==> config.mk <==
export PLATFORM = sky130hd
export DESIGN_NAME = kdcf_merge
export DESIGN_NICKNAME = d
export VERILOG_FILES = /design/src/kdcf_pkg.sv /design/src/kdcf_merge.sv
export VERILOG_INCLUDE_DIRS = /design/src /design/src/src
export SDC_FILE = /design/constraint.sdc
export NUM_CORES = 1
export LEC_CHECK = 0
export BUFFER_PORTS_ARGS = -buffer_cell sky130_fd_sc_hd__buf_4
export CAP_MARGIN = 20
export CORE_AREA = 3 3 40 42
export CTS_CLUSTER_DIAMETER = 120
export DETAILED_ROUTE_END_ITERATION = 10
export DIE_AREA = 0 0 43 45
export PLACE_DENSITY_LB_ADDON = 0.3
export SYNTH_ARGS = -nofsm -noshare
export SYNTH_HDL_FRONTEND = slang
export SYNTH_SLANG_ARGS = --single-unit
==> constraint.sdc <==
create_clock -name clk -period 0.8 [get_ports clk]
set_clock_uncertainty 0.15 [all_clocks]
set_input_delay 0.12 -clock clk [delete_from_list [all_inputs] [get_ports clk]]
set_output_delay 0.12 -clock clk [all_outputs]
set_load 0.01 [all_outputs]
==> src/keyed_deadband_change_filter_core_assert.svh <==
// Assertion macros shared by the change filter modules.
`ifndef KEYED_DEADBAND_CHANGE_FILTER_CORE_ASSERT_SVH
`define KEYED_DEADBAND_CHANGE_FILTER_CORE_ASSERT_SVH

`ifndef SYNTHESIS
// Property must hold at every clock edge outside reset.
`define KDCF_ASSERT(lbl, prop) \
    lbl: assert property (@(posedge clk) disable iff (!rst_n) prop) \
        else $error("kdcf: property violated");
// Expression must never be true outside reset.
`define KDCF_ASSERT_NEVER(lbl, expr) \
    lbl: assert property (@(posedge clk) disable iff (!rst_n) !(expr)) \
        else $error("kdcf: forbidden condition seen");
`else
`define KDCF_ASSERT(lbl, prop)
`define KDCF_ASSERT_NEVER(lbl, expr)
`endif

`endif

==> src/kdcf_pkg.sv <==
// Types and constants shared by the keyed dead-band change filter.
package kdcf_pkg;

    localparam int TABLE_ENTRIES = 256;
    localparam int COORD_BITS    = 32;
    localparam int NUM_COORDS    = 7;
    localparam int KEY_W         = 64;
    localparam int THR_W         = 31;
    localparam int LANES         = 4;

    localparam int ROWS       = TABLE_ENTRIES / LANES;
    localparam int LANE_W     = $clog2(LANES);
    localparam int ROW_W      = $clog2(ROWS);
    localparam int IDX_W      = $clog2(TABLE_ENTRIES);
    localparam int FILL_W     = $clog2(TABLE_ENTRIES + 1);
    localparam int ROWCNT_W   = $clog2(ROWS + 1);
    localparam int CIDX_W     = $clog2(NUM_COORDS);
    localparam int DIFF_W     = COORD_BITS + 1;

    localparam logic [THR_W-1:0]  THR_RESET  = THR_W'(66);
    localparam logic [CIDX_W-1:0] LAST_COORD = CIDX_W'(NUM_COORDS - 1);

    typedef enum logic [2:0] {
        ST_UNCHANGED   = 3'd0,
        ST_NEW_SKIPPED = 3'd1,
        ST_NEW_DEAD    = 3'd2,
        ST_CHANGED     = 3'd3,
        ST_FULL        = 3'd4
    } status_t;

    typedef enum logic [2:0] {
        S_IDLE,
        S_SEARCH,
        S_DRAIN,
        S_DECIDE,
        S_COMPARE,
        S_RESULT
    } state_t;

    typedef struct packed {
        logic [KEY_W-1:0]             actor_key;
        logic signed [COORD_BITS-1:0] pos_x;
        logic signed [COORD_BITS-1:0] pos_y;
        logic signed [COORD_BITS-1:0] pos_z;
        logic signed [COORD_BITS-1:0] rot_a;
        logic signed [COORD_BITS-1:0] rot_b;
        logic signed [COORD_BITS-1:0] rot_c;
        logic signed [COORD_BITS-1:0] rot_d;
        logic                         is_down;
    } in_item_t;

    typedef struct packed {
        logic                         send;
        status_t                      status;
        logic [KEY_W-1:0]             out_key;
        logic signed [COORD_BITS-1:0] out_pos_x;
        logic signed [COORD_BITS-1:0] out_pos_y;
        logic signed [COORD_BITS-1:0] out_pos_z;
        logic signed [COORD_BITS-1:0] out_rot_a;
        logic signed [COORD_BITS-1:0] out_rot_b;
        logic signed [COORD_BITS-1:0] out_rot_c;
        logic signed [COORD_BITS-1:0] out_rot_d;
        logic                         out_down;
    } out_item_t;

    // Stored record: coordinate 0 is pos_x, coordinate 6 is rot_d.
    typedef struct packed {
        logic [NUM_COORDS-1:0][COORD_BITS-1:0] coord;
        logic                                  down;
    } record_t;

    typedef struct packed {
        logic             rd_en;
        logic [ROW_W-1:0] rd_row;
        logic             wr_en;
        logic [ROW_W-1:0] wr_row;
    } lane_cmd_t;

    typedef struct packed {
        logic             hit;
        logic [ROW_W-1:0] row;
    } lane_res_t;

    typedef struct packed {
        logic             start;
        logic [IDX_W-1:0] rd_addr;
        logic             wr_en;
        logic [IDX_W-1:0] wr_addr;
    } delta_cmd_t;

    typedef struct packed {
        logic done;
        logic changed;
    } delta_res_t;

endpackage

==> src/kdcf_merge.sv <==
// Merge stage: fold lane hits into one found flag and table slot.
`include "keyed_deadband_change_filter_core_assert.svh"

module kdcf_merge (
    input  logic                         clk,
    input  logic                         rst_n,
    input  logic                         clear,
    input  kdcf_pkg::lane_res_t          lane_res [kdcf_pkg::LANES],
    output logic                         found,
    output logic [kdcf_pkg::IDX_W-1:0]   slot
);
    import kdcf_pkg::*;

    logic [LANES-1:0]  hit_vec;
    logic [LANE_W-1:0] sel_lane;
    logic              found_reg;
    logic [IDX_W-1:0]  slot_reg;

    always_comb
    begin
        sel_lane = '0;
        for (int l = LANES - 1; l >= 0; l--)
        begin
            hit_vec[l] = lane_res[l].hit;
            if (lane_res[l].hit)
            begin
                sel_lane = LANE_W'(l);
            end
        end
    end

    always_ff @(posedge clk or negedge rst_n)
    begin
        if (!rst_n)
        begin
            found_reg <= 1'b0;
        end
        else if (clear)
        begin
            found_reg <= 1'b0;
        end
        else if (|hit_vec)
        begin
            found_reg <= 1'b1;
        end
    end

    // All lanes read the same row in a given cycle.
    always_ff @(posedge clk)
    begin
        if (|hit_vec)
        begin
            slot_reg <= {lane_res[0].row, sel_lane};
        end
    end

    assign found = found_reg;
    assign slot  = slot_reg;

    // Keys are stored only on a miss, so no key sits in two slots.
    `KDCF_ASSERT(a_single_lane_hit, $onehot0(hit_vec))
    `KDCF_ASSERT(a_found_holds, (found_reg && !clear) |=> found_reg)

endmodule

==> flow_summary_export.csv, run 1 <==
group,metric,value,unit
setup_path,cp_max_fo,1,
finish,nFillCells,123,
timing,finalHoldViolCount,7,
grt,antenna_found_initial,0,
synthesis,synth_top_area_frac,0.771,
synthesis,synth_top_family_by_area,"simple AND/OR/NAND/NOR gates",
timing,fin_crit,1.03,ns
timing,slew_viol_final,0,
synthesis,syn_avg_cell_area,19.5,um^2
cts,cts_root_buffer,"clkbuf_4",
die,ios,40,
die,die_area,1940,um^2
synthesis,ys_top_cells_by_area,"edfxtp_1 (77%), dfrtp_1 (8.0%), or4_4 (3.6%), o21ba_1 (3.2%), or2b_1 (2.4%)",
place,dp.cells,54,
cts,cts_hold_buf,1,
run,cap_violations,0,
pwr,power_leakage,0.274,nW
setup_path,rr_endpoint,"found",
finish,final_cell_mix,"buf_4 (15), buf_6 (9), edfxtp_1 (8), clkbuf_4 (3), or4_4 (2)",
setup_path,crit_buf_inv,1,
cts,cts_made_buffers,3,
setup_path,slowest_stage,"edfxtp_1",
setup_path,r2r-start,"found",
routing,first_iter_violations,0,
setup_path,rr_worst_depth,2,
finish,area_growth,94.8,%
timing,finalSetupTns,-3.39,ns
cts,clock_sinks,9,
timing,setup_viol,18,
timing,slew-limit-headroom,0.896,
place,port_buffers,21,
synthesis,synth-compound-area-share,0.0482,
die,die_h,45,um
routing,vias,253,
synthesis,synth_mux_area_frac,0,
finish,diodes,0,
die,row_count,13,
grt,grt_start_max_net_pins,6,
synthesis,syn_nets,47,
setup_path,crit_required,0.53,ns
outcome,status,"complete, but fails checks",
synthesis,ys_seq_area_frac,0.851,
setup_path,cp_top_family,"flip-flops",
place,preCtsSetupSlack,-0.513,ns
setup_path,r2r_setup_slack,-0.14,ns
finish,largest_reg_flops,8,
cts,clk_path_buf_depth,2,
grt,globalRouteTotalUtil,0.0812,
finish,register_area,265,um^2
setup_path,crit_chain,"buf_6",
synthesis,synthAdderAreaFrac,0,
timing,finalCritPeriodShare,1.29,
die,core_region_area,1280,um^2
setup_path,path_class,"reg2out",
timing,hold_ws,-0.106,ns
timing,worst_slack,-0.234,ns
cts,htreeDepth,1,
pwr,total_power,0.00108,W
timing,max_freq,967,MHz
synthesis,ys_warn_count,0,
routing,avgRoutedWirePerCell,12.0,um
routing,firstDrtPassIters,1,
finish,multi_input_area,53.8,um^2
setup_path,end_kind,"output port",
pwr,ir_worst_vdd,0.809,mV
timing,worst_slew_pin_slew,0.154,ns
cts,clkSlewWorstSetupHoldPaths,0.06,ns
synthesis,ys_types,9,
synthesis,yosysTopAreaCell,"edfxtp_1",
cts,cts_tree,"done",
routing,finalWirelength,747,um
grt,grt_pass1_wl,1120,um
cts,insertion_delay,0.25,ns
setup_path,startpoint,"slot[0]",
synthesis,syn_inst,16,
routing,postRouteAntennaNets,0,
synthesis,ys_ff_latch,9,
synthesis,syn-cell-area,312,um^2
grt,grt_overflow_total,0,
setup_path,path_depth,1,
setup_path,worstPathArrival,0.76,ns
worst_hold_path,hold_path_class,"in2reg",
finish,mostFrequentLayoutCell,"buf_4",
routing,drc,0,
die,initial_core_util,0.242,
timing,rsz0062_at_grt,"yes",
setup_path,start_kind,"register",
synthesis,synth-simple-area-share,0.0884,
finish,instances_no_fill,62,
pwr,power.density,1770,nW/um^2
routing,avgViaCountPerCell,4.08,
grt,grt_pass1_vias,270,
finish,drive_above_1_share,0.638,
die,die_x,43,um
outcome,violations,"hold timing, setup timing",
place,finalWeightedCongestion,0.683,
setup_path,cp-endpoint,"slot[0]",
place,place_hpwl,533,um
setup_path,max_stage_delay,0.38,ns
synthesis,synth_xor_area_frac,0,
finish,layout.nets,79,
## synthesized netlist by cell type
cell,n
a21oi_1,1
edfxtp_1,8
nor3_1,1
nor2_1,1
inv_1,1
or4_4,1
dfrtp_1,1
or2b_1,1
o21ba_1,1
## per-stage QoR
stage / area (um^2) / utilization
6_report: 607 / 0.472
3_5_place_dp: 503 / 0.391
3_3_place_gp: 503 / 0.391
2_1_floorplan: 312 / -
5_1_grt: 607 / 0.472
4_1_cts: 588 / 0.458
## worst min-delay path by stage
stage	start	cells past startpoint	to
after floorplan	rst_n	0	found
after global placement	rst_n	1	found
after detailed placement	rst_n	1	found
after CTS	lane_res[26]	1	slot[7]
after global routing	lane_res[22]	1	slot[3]
final	lane_res[24]	1	slot[5]
## timing repair
action,in CTS,in global routing
pin swaps,1,1
setup buffers,1,1
gates resized for setup,9,3
hold endpoints to repair,8,7
endpoints found under the setup margin,18,18
gates cloned,1,0
## where the power goes
part           internal (W)  switching (W)  total, W
Combinational      0.000125      0.0000592  0.000184
Sequential         0.000549      0.0000134  0.000563
Clock              0.000191       0.000138  0.000329
Total              0.000865       0.000211   0.00108
## kinds of logic after synthesis
group / after synthesis
AO/OA/AOI/OAI: 2
buffers and inverters: 1
flip-flops: 9
AND/OR/NAND/NOR: 4
## layout make-up
cell class | count | share of cell area
flip-flops and latches | 9 | 0.437
clock buffers | 4 | 0.0433
inverters | 1 | 0.00619
repair buffers | 26 | 0.394
multi-input cells | 7 | 0.0887
well taps | 15 | 0.0309
## per-layer routing
metal | track usage | vias up | wire length [um]
met2 | 0.129 | 19 | 354
met4 | 0.0542 | 0 | 0
met3 | 0.0319 | 0 | 109
met1 | 0.0909 | 107 | 283
li1 | - | 127 | -
met5 | 0 | - | 0
No activity file was read; power rests on OpenSTA's default activity.
==> run 2: changes to the inputs <==
BUFFER_PORTS_ARGS = -buffer_cell sky130_fd_sc_hd__buf_2   (was -buffer_cell sky130_fd_sc_hd__buf_4)
SKIP_CTS_REPAIR_TIMING = 1   (was unset)
==> run 2 against run 1 <==
  * The flow still finishes with violations (hold timing, setup timing)
  * Sequential power down 1%
  * Wire length down 13%
  * Worst hold slack got worse by 0.0023 ns
  * Register-to-register slack better by 0.13 ns
  * Die area unchanged
  * Non-clock buffer count is 2 lower
  * Core utilization is 6.4 points lower
  * Setup slack got worse by 0.0035 ns
  * Critical endpoint is now found
  * Largest cell class unchanged
==> flow_summary_export.csv, run 2 (synthesis gave the netlist of run 1 again) <==
group,metric,value,unit
grt,antenna_found_initial,0,
timing,finalCritPeriodShare,1.30,
place,port_buffers,21,
timing,worst_slack,-0.237,ns
finish,diodes,0,
cts,cts_root_buffer,"clkbuf_4",
grt,grt_start_max_net_pins,10,
timing,max_freq,964,MHz
pwr,power_leakage,0.243,nW
place,dpl_cell_area,450,um^2
setup_path,crit_chain,"buf_2",
finish,drive_above_1_share,0.622,
finish,layout.nets,77,
cts,cts_tree,"done",
cts,clock_sinks,9,
place,finalWeightedCongestion,0.700,
timing,worst_slew_pin_slew,0.139,ns
routing,first_iter_violations,0,
routing,vias,237,
timing,rsz0062_at_grt,"yes",
die,die_h,45,um
grt,grt_pass1_vias,199,
finish,register_area,265,um^2
finish,area_growth,68.3,%
die,initial_core_util,0.242,
pwr,ir_worst_vdd,0.732,mV
cts,htreeDepth,1,
timing,slew-limit-headroom,0.907,
setup_path,r2r-start,"found",
finish,instances_no_fill,60,
routing,drc,0,
finish,post-route-util,0.408,
outcome,violations,"hold timing, setup timing",
routing,finalWirelength,648,um
routing,postRouteAntennaNets,0,
routing,firstDrtPassIters,1,
outcome,status,"complete, but fails checks",
place,place_hpwl,480,um
timing,hold_ws,-0.108,ns
timing,slew_viol_final,0,
die,core_region_area,1280,um^2
place,dp.cells,54,
setup_path,worstPathArrival,0.77,ns
cts,clkSlewWorstSetupHoldPaths,0.06,ns
die,die_x,43,um
timing,finalHoldViolCount,9,
setup_path,max_stage_delay,0.38,ns
die,die_area,1940,um^2
finish,largest_reg_flops,8,
timing,finalSetupTns,-3.28,ns
setup_path,cp_top_family,"flip-flops",
finish,nFillCells,117,
cts,cts_made_buffers,3,
cts,insertion_delay,0.25,ns
setup_path,slowest_stage,"dfrtp_1",
grt,grt_overflow_total,0,
finish,design_area,524,um^2
die,row_count,13,
routing,avgViaCountPerCell,3.95,
setup_path,crit_buf_inv,1,
setup_path,path_class,"reg2out",
cts,clk_path_buf_depth,2,
pwr,power.density,1960,nW/um^2
setup_path,end_kind,"output port",
die,ios,40,
worst_hold_path,hold_path_class,"in2reg",
worst_hold_path,hold_path_startpoint,"lane_res[25]",
setup_path,start_kind,"register",
setup_path,cp_max_fo,2,
run,cap_violations,0,
grt,globalRouteTotalUtil,0.0684,
finish,mostFrequentLayoutCell,"buf_2",
finish,final_cell_mix,"buf_2 (18), edfxtp_1 (8), clkbuf_4 (3)",
finish,multi_input_area,53.8,um^2
grt,grt_pass1_wl,848,um
setup_path,startpoint,"found",
routing,avgRoutedWirePerCell,10.8,um
timing,setup_viol,18,
timing,fin_crit,1.04,ns
setup_path,crit_required,0.53,ns
[run 2: routing by layer]
metal  wire length, um  share of wire  global-route usage  up-vias
li1                  -              -                   -      120
met1               297           0.46              0.0804       98
met2               246           0.38              0.0778       19
met3               105           0.16              0.0438        0
met4                 0              0              0.0723        0
met5                 0              0                   0        -
[run 2: stage by stage]
step	total power, W	setup WS (ns)	hold slack, ns
floorplan	0.000602	-0.357	-0.326
global placement	0.000673	-0.492	-0.254
detailed placement	0.000676	-0.517	-0.253
CTS	0.00102	-0.254	-0.532
global route	0.00108	-0.282	-0.126
finish	0.00103	-0.237	-0.108
[run 2: final timing paths]
check                          end  slack (ns)  depth (start not counted)
hold reg to reg              found        0.35                          1
min in group asynchronous    found        0.02                          2
setup / recovery             found       -0.24                          1
hold / removal             slot[6]       -0.11                          1
max in group asynchronous    found        0.40                          2
setup reg to reg             found       -0.01                          1
[run 2: area by class of cell]
| cell class | count | area share |
|---|---|---|
| clock buffers | 4 | 0.0501 |
| inverters | 1 | 0.00716 |
| multi-input cells | 7 | 0.103 |
| flip-flops and latches | 9 | 0.506 |
| well taps | 15 | 0.0358 |
| repair buffers | 24 | 0.298 |
[run 2: power breakdown]
part / internal (W) / switching [W] / leakage, nW
Combinational: 0.0000754 / 0.0000563 / 0.131
Clock: 0.000192 / 0.000150 / 0.0150
Sequential: 0.000548 / 0.00000716 / 0.0973
